==> src/rtl/avq_pkg.sv <==
package avq_pkg;

  // Opcode encodings on the request port
  localparam logic [2:0] OPC_INSERT = 3'd0;
  localparam logic [2:0] OPC_LOOKUP = 3'd1;
  localparam logic [2:0] OPC_TICK   = 3'd2;
  localparam logic [2:0] OPC_DELETE = 3'd3;
  localparam logic [2:0] OPC_MARK   = 3'd4;

  // Command queue between front and back
  localparam int QDEPTH = 2;
  localparam int QPTR_W = $clog2(QDEPTH);
  localparam int QCNT_W = $clog2(QDEPTH + 1);

  typedef enum logic [2:0] {
    OP_NOP,
    OP_INSERT,
    OP_LOOKUP,
    OP_TICK,
    OP_DELETE,
    OP_MARK
  } op_e;

  typedef struct packed {
    logic valid;
    op_e  op;
  } cmd_t;

endpackage

==> src/rtl/avq_front.sv <==
module avq_front #(
  parameter int ADDR_BITS = 48
) (
  input  logic                 clk_i,
  input  logic                 rst_ni,
  input  logic                 start_i,
  input  logic [2:0]           opcode_i,
  input  logic [ADDR_BITS-1:0] address_i,
  output logic                 busy_o,
  output avq_pkg::cmd_t        cmd_o,
  output logic [ADDR_BITS-1:0] address_o
);
  import avq_pkg::*;

  op_e                  op_class;
  op_e                  op_q [QDEPTH];
  logic [ADDR_BITS-1:0] addr_q [QDEPTH];
  logic [QPTR_W-1:0]    wr_ptr_q, wr_ptr_d;
  logic [QPTR_W-1:0]    rd_ptr_q, rd_ptr_d;
  logic [QCNT_W-1:0]    count_q, count_d;
  logic                 full;
  logic                 push;
  logic                 pop;

  // Classify the request; unknown opcodes become a no-op
  always_comb begin
    case (opcode_i)
      OPC_INSERT: op_class = OP_INSERT;
      OPC_LOOKUP: op_class = OP_LOOKUP;
      OPC_TICK:   op_class = OP_TICK;
      OPC_DELETE: op_class = OP_DELETE;
      OPC_MARK:   op_class = OP_MARK;
      default:    op_class = OP_NOP;
    endcase
  end

  assign full   = (count_q == QCNT_W'(QDEPTH));
  assign busy_o = full;
  assign push   = start_i && !full;
  // The back end never stalls: drain one command every cycle while any is queued
  assign pop    = (count_q != '0);

  assign cmd_o.valid = pop;
  assign cmd_o.op    = op_q[rd_ptr_q];
  assign address_o   = addr_q[rd_ptr_q];

  always_comb begin
    wr_ptr_d = wr_ptr_q;
    rd_ptr_d = rd_ptr_q;
    count_d  = count_q;
    if (push) begin
      wr_ptr_d = (wr_ptr_q == QPTR_W'(QDEPTH - 1)) ? '0 : wr_ptr_q + 1'b1;
    end
    if (pop) begin
      rd_ptr_d = (rd_ptr_q == QPTR_W'(QDEPTH - 1)) ? '0 : rd_ptr_q + 1'b1;
    end
    case ({push, pop})
      2'b10:   count_d = count_q + 1'b1;
      2'b01:   count_d = count_q - 1'b1;
      default: count_d = count_q;
    endcase
  end

  always_ff @(posedge clk_i or negedge rst_ni) begin
    if (!rst_ni) begin
      wr_ptr_q <= '0;
      rd_ptr_q <= '0;
      count_q  <= '0;
    end else begin
      wr_ptr_q <= wr_ptr_d;
      rd_ptr_q <= rd_ptr_d;
      count_q  <= count_d;
    end
  end

  always_ff @(posedge clk_i) begin
    if (push) begin
      op_q[wr_ptr_q]   <= op_class;
      addr_q[wr_ptr_q] <= address_i;
    end
  end

  assert property (@(posedge clk_i) disable iff (!rst_ni)
    count_q <= QCNT_W'(QDEPTH))
    else $error("command queue count overflow");

  assert property (@(posedge clk_i) disable iff (!rst_ni)
    (push && !pop) |=> (count_q == $past(count_q) + 1'b1))
    else $error("command queue push lost");

  assert property (@(posedge clk_i) disable iff (!rst_ni)
    (pop && !push) |=> (count_q == $past(count_q) - 1'b1))
    else $error("command queue pop lost");

endmodule

==> src/rtl/avq_back.sv <==
module avq_back #(
  parameter int DEPTH     = 16,
  parameter int ADDR_BITS = 48
) (
  input  logic                 clk_i,
  input  logic                 rst_ni,
  input  avq_pkg::cmd_t        cmd_i,
  input  logic [ADDR_BITS-1:0] address_i,
  output logic                 done_o,
  output logic                 hit_o,
  output logic                 mark_o
);
  import avq_pkg::*;

  localparam int IDX_W = $clog2(DEPTH);
  localparam int AGE_W = $clog2(DEPTH);

  logic [DEPTH-1:0]     valid_q, valid_d;
  logic [ADDR_BITS-1:0] addr_q [DEPTH];
  logic [AGE_W-1:0]     age_q  [DEPTH];
  logic [AGE_W-1:0]     age_d  [DEPTH];
  logic [DEPTH-1:0]     mark_q, mark_d;

  logic [DEPTH-1:0]     match;
  logic [DEPTH-1:0]     expire;
  logic                 any_match;
  logic                 any_free;
  logic [IDX_W-1:0]     match_idx;
  logic [IDX_W-1:0]     free_idx;
  logic [IDX_W-1:0]     exp_idx;
  logic [IDX_W-1:0]     slot;
  logic                 do_insert;
  logic                 do_age;

  logic                 done_q, hit_q, mark_res_q;
  logic                 hit_d, mark_res_d;

  always_comb begin
    for (int i = 0; i < DEPTH; i++) begin
      match[i]  = valid_q[i] && (addr_q[i] == address_i);
      expire[i] = valid_q[i] && (age_q[i] == AGE_W'(DEPTH - 1));
    end
  end

  // Lowest match and lowest free entry
  always_comb begin
    any_match = 1'b0;
    any_free  = 1'b0;
    match_idx = '0;
    free_idx  = '0;
    for (int i = DEPTH - 1; i >= 0; i--) begin
      if (match[i]) begin
        any_match = 1'b1;
        match_idx = IDX_W'(i);
      end
      if (!valid_q[i]) begin
        any_free = 1'b1;
        free_idx = IDX_W'(i);
      end
    end
  end

  // Highest expiring entry, entry 0 when none expires
  always_comb begin
    exp_idx = '0;
    for (int i = 0; i < DEPTH; i++) begin
      if (expire[i]) begin
        exp_idx = IDX_W'(i);
      end
    end
  end

  assign slot      = any_free ? free_idx : exp_idx;
  assign do_insert = cmd_i.valid && (cmd_i.op == OP_INSERT);
  assign do_age    = cmd_i.valid && ((cmd_i.op == OP_INSERT) || (cmd_i.op == OP_TICK));

  always_comb begin
    valid_d    = valid_q;
    mark_d     = mark_q;
    hit_d      = 1'b0;
    mark_res_d = 1'b0;
    for (int i = 0; i < DEPTH; i++) begin
      age_d[i] = age_q[i];
    end
    if (do_age) begin
      for (int i = 0; i < DEPTH; i++) begin
        if (valid_q[i]) begin
          age_d[i]   = age_q[i] + 1'b1;
          valid_d[i] = !expire[i];
        end
      end
    end
    if (do_insert) begin
      valid_d[slot] = 1'b1;
      age_d[slot]   = '0;
      mark_d[slot]  = 1'b0;
    end
    if (cmd_i.valid) begin
      case (cmd_i.op)
        OP_LOOKUP: begin
          hit_d      = any_match;
          mark_res_d = any_match && mark_q[match_idx];
        end
        OP_DELETE: begin
          if (any_match) valid_d[match_idx] = 1'b0;
        end
        OP_MARK: begin
          if (any_match) mark_d[match_idx] = 1'b1;
        end
        default: begin
          hit_d = 1'b0;
        end
      endcase
    end
  end

  always_ff @(posedge clk_i or negedge rst_ni) begin
    if (!rst_ni) begin
      valid_q <= '0;
      done_q  <= 1'b0;
    end else begin
      valid_q <= valid_d;
      done_q  <= cmd_i.valid;
    end
  end

  always_ff @(posedge clk_i) begin
    mark_q     <= mark_d;
    hit_q      <= hit_d;
    mark_res_q <= mark_res_d;
    for (int i = 0; i < DEPTH; i++) begin
      age_q[i] <= age_d[i];
    end
    if (do_insert) begin
      addr_q[slot] <= address_i;
    end
  end

  assign done_o = done_q;
  assign hit_o  = hit_q && done_q;
  assign mark_o = mark_res_q && done_q;

  assert property (@(posedge clk_i) disable iff (!rst_ni)
    done_o |-> $past(cmd_i.valid))
    else $error("result without a command");

  assert property (@(posedge clk_i) disable iff (!rst_ni)
    mark_o |-> hit_o)
    else $error("mark reported without hit");

  assert property (@(posedge clk_i) disable iff (!rst_ni)
    do_insert |=> valid_q[$past(slot)])
    else $error("inserted entry not valid");

  assert property (@(posedge clk_i) disable iff (!rst_ni)
    (cmd_i.valid && (cmd_i.op == OP_DELETE) && any_match) |=> !valid_q[$past(match_idx)])
    else $error("deleted entry still valid");

endmodule

==> src/rtl/aging_victim_address_queue.sv <==
// Aging victim address queue: a fully associative store of DEPTH line
// addresses with per-entry age and mark. A request is accepted at a clock
// edge where start_i is high and busy_o is low, and a new one can be taken
// every cycle. The back end executes one queued request per cycle and
// compares all entries in parallel, so the two-entry command queue never
// holds more than one request and busy_o never rises. Every request,
// including a no-op opcode, yields exactly one result. The request passes
// through the command queue and then the result register; done_o rises as
// the result is registered, and each result is shown for a single cycle
// with hit_o and mark_o valid in it. The receiver cannot stall, so results
// must be sampled on the done_o cycle. After reset all entries are empty;
// no clearing pass is needed.
module aging_victim_address_queue #(
  parameter int DEPTH     = 16,
  parameter int ADDR_BITS = 48
) (
  input  logic                 clk_i,
  input  logic                 rst_ni,
  input  logic                 start_i,
  input  logic [2:0]           opcode_i,
  input  logic [ADDR_BITS-1:0] address_i,
  output logic                 busy_o,
  output logic                 done_o,
  output logic                 hit_o,
  output logic                 mark_o
);
  import avq_pkg::*;

  cmd_t                 cmd;
  logic [ADDR_BITS-1:0] cmd_addr;

  avq_front #(
    .ADDR_BITS(ADDR_BITS)
  ) u_front (
    .clk_i     (clk_i),
    .rst_ni    (rst_ni),
    .start_i   (start_i),
    .opcode_i  (opcode_i),
    .address_i (address_i),
    .busy_o    (busy_o),
    .cmd_o     (cmd),
    .address_o (cmd_addr)
  );

  avq_back #(
    .DEPTH     (DEPTH),
    .ADDR_BITS (ADDR_BITS)
  ) u_back (
    .clk_i     (clk_i),
    .rst_ni    (rst_ni),
    .cmd_i     (cmd),
    .address_i (cmd_addr),
    .done_o    (done_o),
    .hit_o     (hit_o),
    .mark_o    (mark_o)
  );

endmodule

==> config.mk <==
export PLATFORM = sky130hd
export DESIGN_NAME = aging_victim_address_queue
export DESIGN_NICKNAME = d
export VERILOG_FILES = /design/src/rtl/avq_pkg.sv /design/src/rtl/avq_front.sv /design/src/rtl/avq_back.sv /design/src/rtl/aging_victim_address_queue.sv
export SDC_FILE = /design/constraint.sdc
export NUM_CORES = 2
export LEC_CHECK = 0
export BUFFER_PORTS_ARGS = -buffer_cell sky130_fd_sc_hd__buf_2
export CAP_MARGIN = 20
export CORE_MARGIN = 3
export CORE_UTILIZATION = 39
export CTS_BUF_LIST = sky130_fd_sc_hd__clkbuf_8 sky130_fd_sc_hd__clkbuf_16
export DETAILED_ROUTE_END_ITERATION = 10
export GPL_TIMING_DRIVEN = 0
export PLACE_DENSITY = 0.63
export SYNTH_ARGS = -nofsm -noshare
export SYNTH_HDL_FRONTEND = slang
export SYNTH_SLANG_ARGS = --single-unit
==> constraint.sdc <==
create_clock -name clk_i -period 6.9 [get_ports clk_i]
set_clock_uncertainty 0.05 [all_clocks]
set_input_delay 1.38 -clock clk_i [delete_from_list [all_inputs] [get_ports clk_i]]
set_output_delay 1.38 -clock clk_i [all_outputs]
set_load 0.01 [all_outputs]
==> results.yml <==
power:
  power_frac_clock: 0.260
  p_seq_frac: 0.387
  ir_drop_mv: 0.205
  power.total_mw: 19.6
  powerDensity_nw_per_um2: 409
  p_int_mw: 12.4
  power.leakage_nw: 15.0
  switching_power_mw: 7.25
  switching_share: 0.369
  comb_power_share: 0.353
floorplan:
  rows: 119
  die-area_um2: 111000
  fp.dieW_um: 334
  die_h_um: 334
  start_util: 0.395
  design.core.area_um2: 106000
  io_pins: 58
finish:
  final_common_cell: "edfxtp_1"
  fin_area_um2: 48000
  fin_nets: 3058
  final_cell_mix: "edfxtp_1, xnor2_1, nor4_1"
  syn2layout_area_growth_pct: 14.4
  drive_gt1_frac: 0.128
  fillers: 9315
cts:
  clkLatencyLatePin_ns: 0.71
  cts_num_sinks: 973
  clk_pin_slew_ns: 0.06
  clock-root-buffer: "clkbuf_16"
  postCtsSetupRepairBufs: 0
  numCtsBuffers: 98
  cts_hold_buf: 0
  htree_levels: 3
  cts_resized: 0
  cts_tree: "done"
  ctsLongestPathBuffers: 3
sta:
  grt_setup_unrepaired: "no"
  fin_ws_ns: 0.519
  finalCritPeriodShare: 0.925
  hold_viol_final: 0
  worst_pin_slew_ns: 1.26
  relSlewSlack: 0.151
  slew_violations: 0
  setup_viol: 0
  fin_crit_ns: 6.38
  fmax_mhz: 157
grt:
  grt-ovfl-total: 0
  grt_pass1_wl_um: 179000
  grt_util_all_layers: 0.227
  first_global_vias: 23200
  grt_start_max_net_pins: 55
  antenna_found_initial: 2
run_status:
  status: "complete, no violations"
yosys:
  synth.avg_cell_area_um2: 15.1
  ys_seq_area_frac: 0.675
  yosysTopAreaCellShare: 0.623
  yosys_warnings: 0
  yosys_most_used_dff: "edfxtp_1"
  synthTopCellsByArea: "edfxtp_1, xnor2_1, dfxtp_1"
  synth_top_cell_by_area: "edfxtp_1"
  synth_seq_cells: 973
  async_flop_share: 0.0216
  synth_fp_nets: 2853
  synthCells: 2782
  ys_types: 75
  syn_area_um2: 41900
  synth_edf_count: 870
setup_path:
  required_ns: 7.44
  rrSetupSlack_ns: 0.52
  critPathMaxFanout: 10
  critPathKind: "register to register"
  start_kind: "register"
  cp.arrival_ns: 6.93
  cp-end-kind: "register"
routing:
  drtIter0Drc: 3370
  wl_per_cell_um: 28.9
  finalWirelength_um: 129000
  viasPerCell: 5.55
  vias: 24800
  dr.pass1.iters: 6
  ant_nets: 0
  drc: 0
placed_design:
  portBuffers: 57
  dp_hpwl_um: 83500
  post_dp_cell_area_um2: 44900
  place_congestion: 0.908
  dp_slack_ns: 0.946
flow_run:
  drv_cap: 0
min_path:
  hp-class: "register to register"
==> through the flow <==
stage	instances	util	hold WS [ns]	TNS (ns)
3_3_place_gp	4230	0.415	0.403	-494.57
2_1_floorplan	2782	-	0.382	0
4_1_cts	4453	0.452	0.420	0
3_5_place_dp	4276	0.423	0.404	0
6_report	4458	0.452	0.417	0
5_1_grt	4456	0.452	0.428	0
==> cell families (layout without fill, tap and decap cells) <==
kind of cell | Yosys count | after routing | share of synthesized area
flip-flops | 973 | 973 | 0.675
XOR/XNOR | 794 | 794 | 0.166
AND/OR/NAND/NOR | 606 | 606 | 0.0784
AO/OA/AOI/OAI | 174 | 174 | 0.0288
buffers and inverters | 169 | 451 | 0.0227
multiplexers | 49 | 49 | 0.0242
adder cells (fa/ha/maj) | 17 | 17 | 0.00507
other | 0 | 3 | 0
==> sequential cells by signal, indices dropped and copies added, names as in the netlist <==
register / cells
u_front.rd_ptr_q: 1
u_back.hit_q: 1
u_back.mark_q: 16
u_back.valid_q: 16
u_back.age_q: 64
u_front.op_q: 6
u_front.addr_q: 96
u_back.mark_res_q: 1
u_back.addr_q: 768
u_back.done_o: 1
u_front.wr_ptr_q: 1
u_front.count_q: 2
==> per-layer routing <==
metal  track usage  share of wire  routed length, um  up-vias
met2         0.382           0.49              62600     1282
li1              -              -                  -    10600
met3        0.0305          0.089              11500      213
met5             0              0                  0        -
met4        0.0682          0.030               3870        0
met1         0.307           0.39              50700    12600
==> worst max-delay path, cell delays in order (launching register included) <==
cell and delay (ns):
dfrtp_1 0.37, buf_6 0.28, buf_6 0.21, mux2i_1 0.21
buf_2 0.54, xnor2_1 0.12, nor4_1 1.06, nand4_1 0.62
nor4_4 0.68, a2111oi_0 0.26, nand3_1 0.25, inv_1 0.07
a2111oi_1 0.95, o41ai_1 0.23, a211oi_2 0.36
==> final cells by class <==
class,count,area (um^2),share of cell area
repair buffers,105,1140,0.0238
flip-flops and latches,973,28300,0.590
clock buffers,98,2450,0.0511
diodes,3,7.51,0.000157
inverters,82,308,0.00642
plain buffers,87,653,0.0136
multi-input cells,1640,12800,0.266
clock inverters,79,598,0.0125
well taps,1391,1740,0.0363
==> final timing paths <==
| kind | from | end | cells after the start |
|---|---|---|---|
| min reg2reg | u_back.mark_q[15]$_DFF_P_ | u_back.mark_q[15]$_DFF_P_ | 2 |
| min | u_back.mark_q[15]$_DFF_P_ | u_back.mark_q[15]$_DFF_P_ | 2 |
| max | u_front.rd_ptr_q$_DFFE_PN0N_ | u_back.mark_res_q$_SDFF_PN0_ | 14 |
| min in group asynchronous | rst_ni | u_back.valid_q[6]$_DFF_PN0_ | 1 |
| max in group asynchronous | rst_ni | u_back.valid_q[9]$_DFF_PN0_ | 1 |
| max reg2reg | u_front.rd_ptr_q$_DFFE_PN0N_ | u_back.mark_res_q$_SDFF_PN0_ | 14 |
==> cells in the mapped netlist, types with 3 or more instances <==
cell type	instances
edfxtp_1	870
xnor2_1	729
nor4_1	176
nor2_1	111
nand3_1	93
dfxtp_1	82
inv_1	81
nand2_1	79
nand4_1	67
xor2_1	65
a21oi_1	52
mux2i_4	42
o21ai_0	28
clkbuf_1	25
buf_6	24
nor3_1	24
buf_4	21
dfrtp_1	21
ha_1	17
buf_2	13
or4_1	9
a31oi_1	8
or2_2	8
and2_1	7
mux2i_1	7
nor2b_1	7
nor4_2	7
a2bb2oi_1	6
a41oi_1	6
o22ai_1	6
a2111oi_0	5
nand2b_1	5
a21boi_0	4
a221oi_1	4
a22oi_1	4
o211ai_1	4
o21a_1	4
o21ai_1	4
o2bb2ai_1	4
a211oi_1	3
and3_1	3
nor4_4	3
o221ai_1	3
o22a_1	3
o31a_1	3
==> power by group through the flow <==
stage                     Clock (mW)  Sequential, mW  Combinational, mW
after floorplan                    0            7.68               3.96
after detailed placement           0            7.73               6.85
final                           5.10            7.60               6.93
after CTS                       5.16            7.60               6.88
after global routing            5.41            7.63               7.16
after global placement             0            7.75               6.57
No activity file was read; power rests on OpenSTA's default activity.
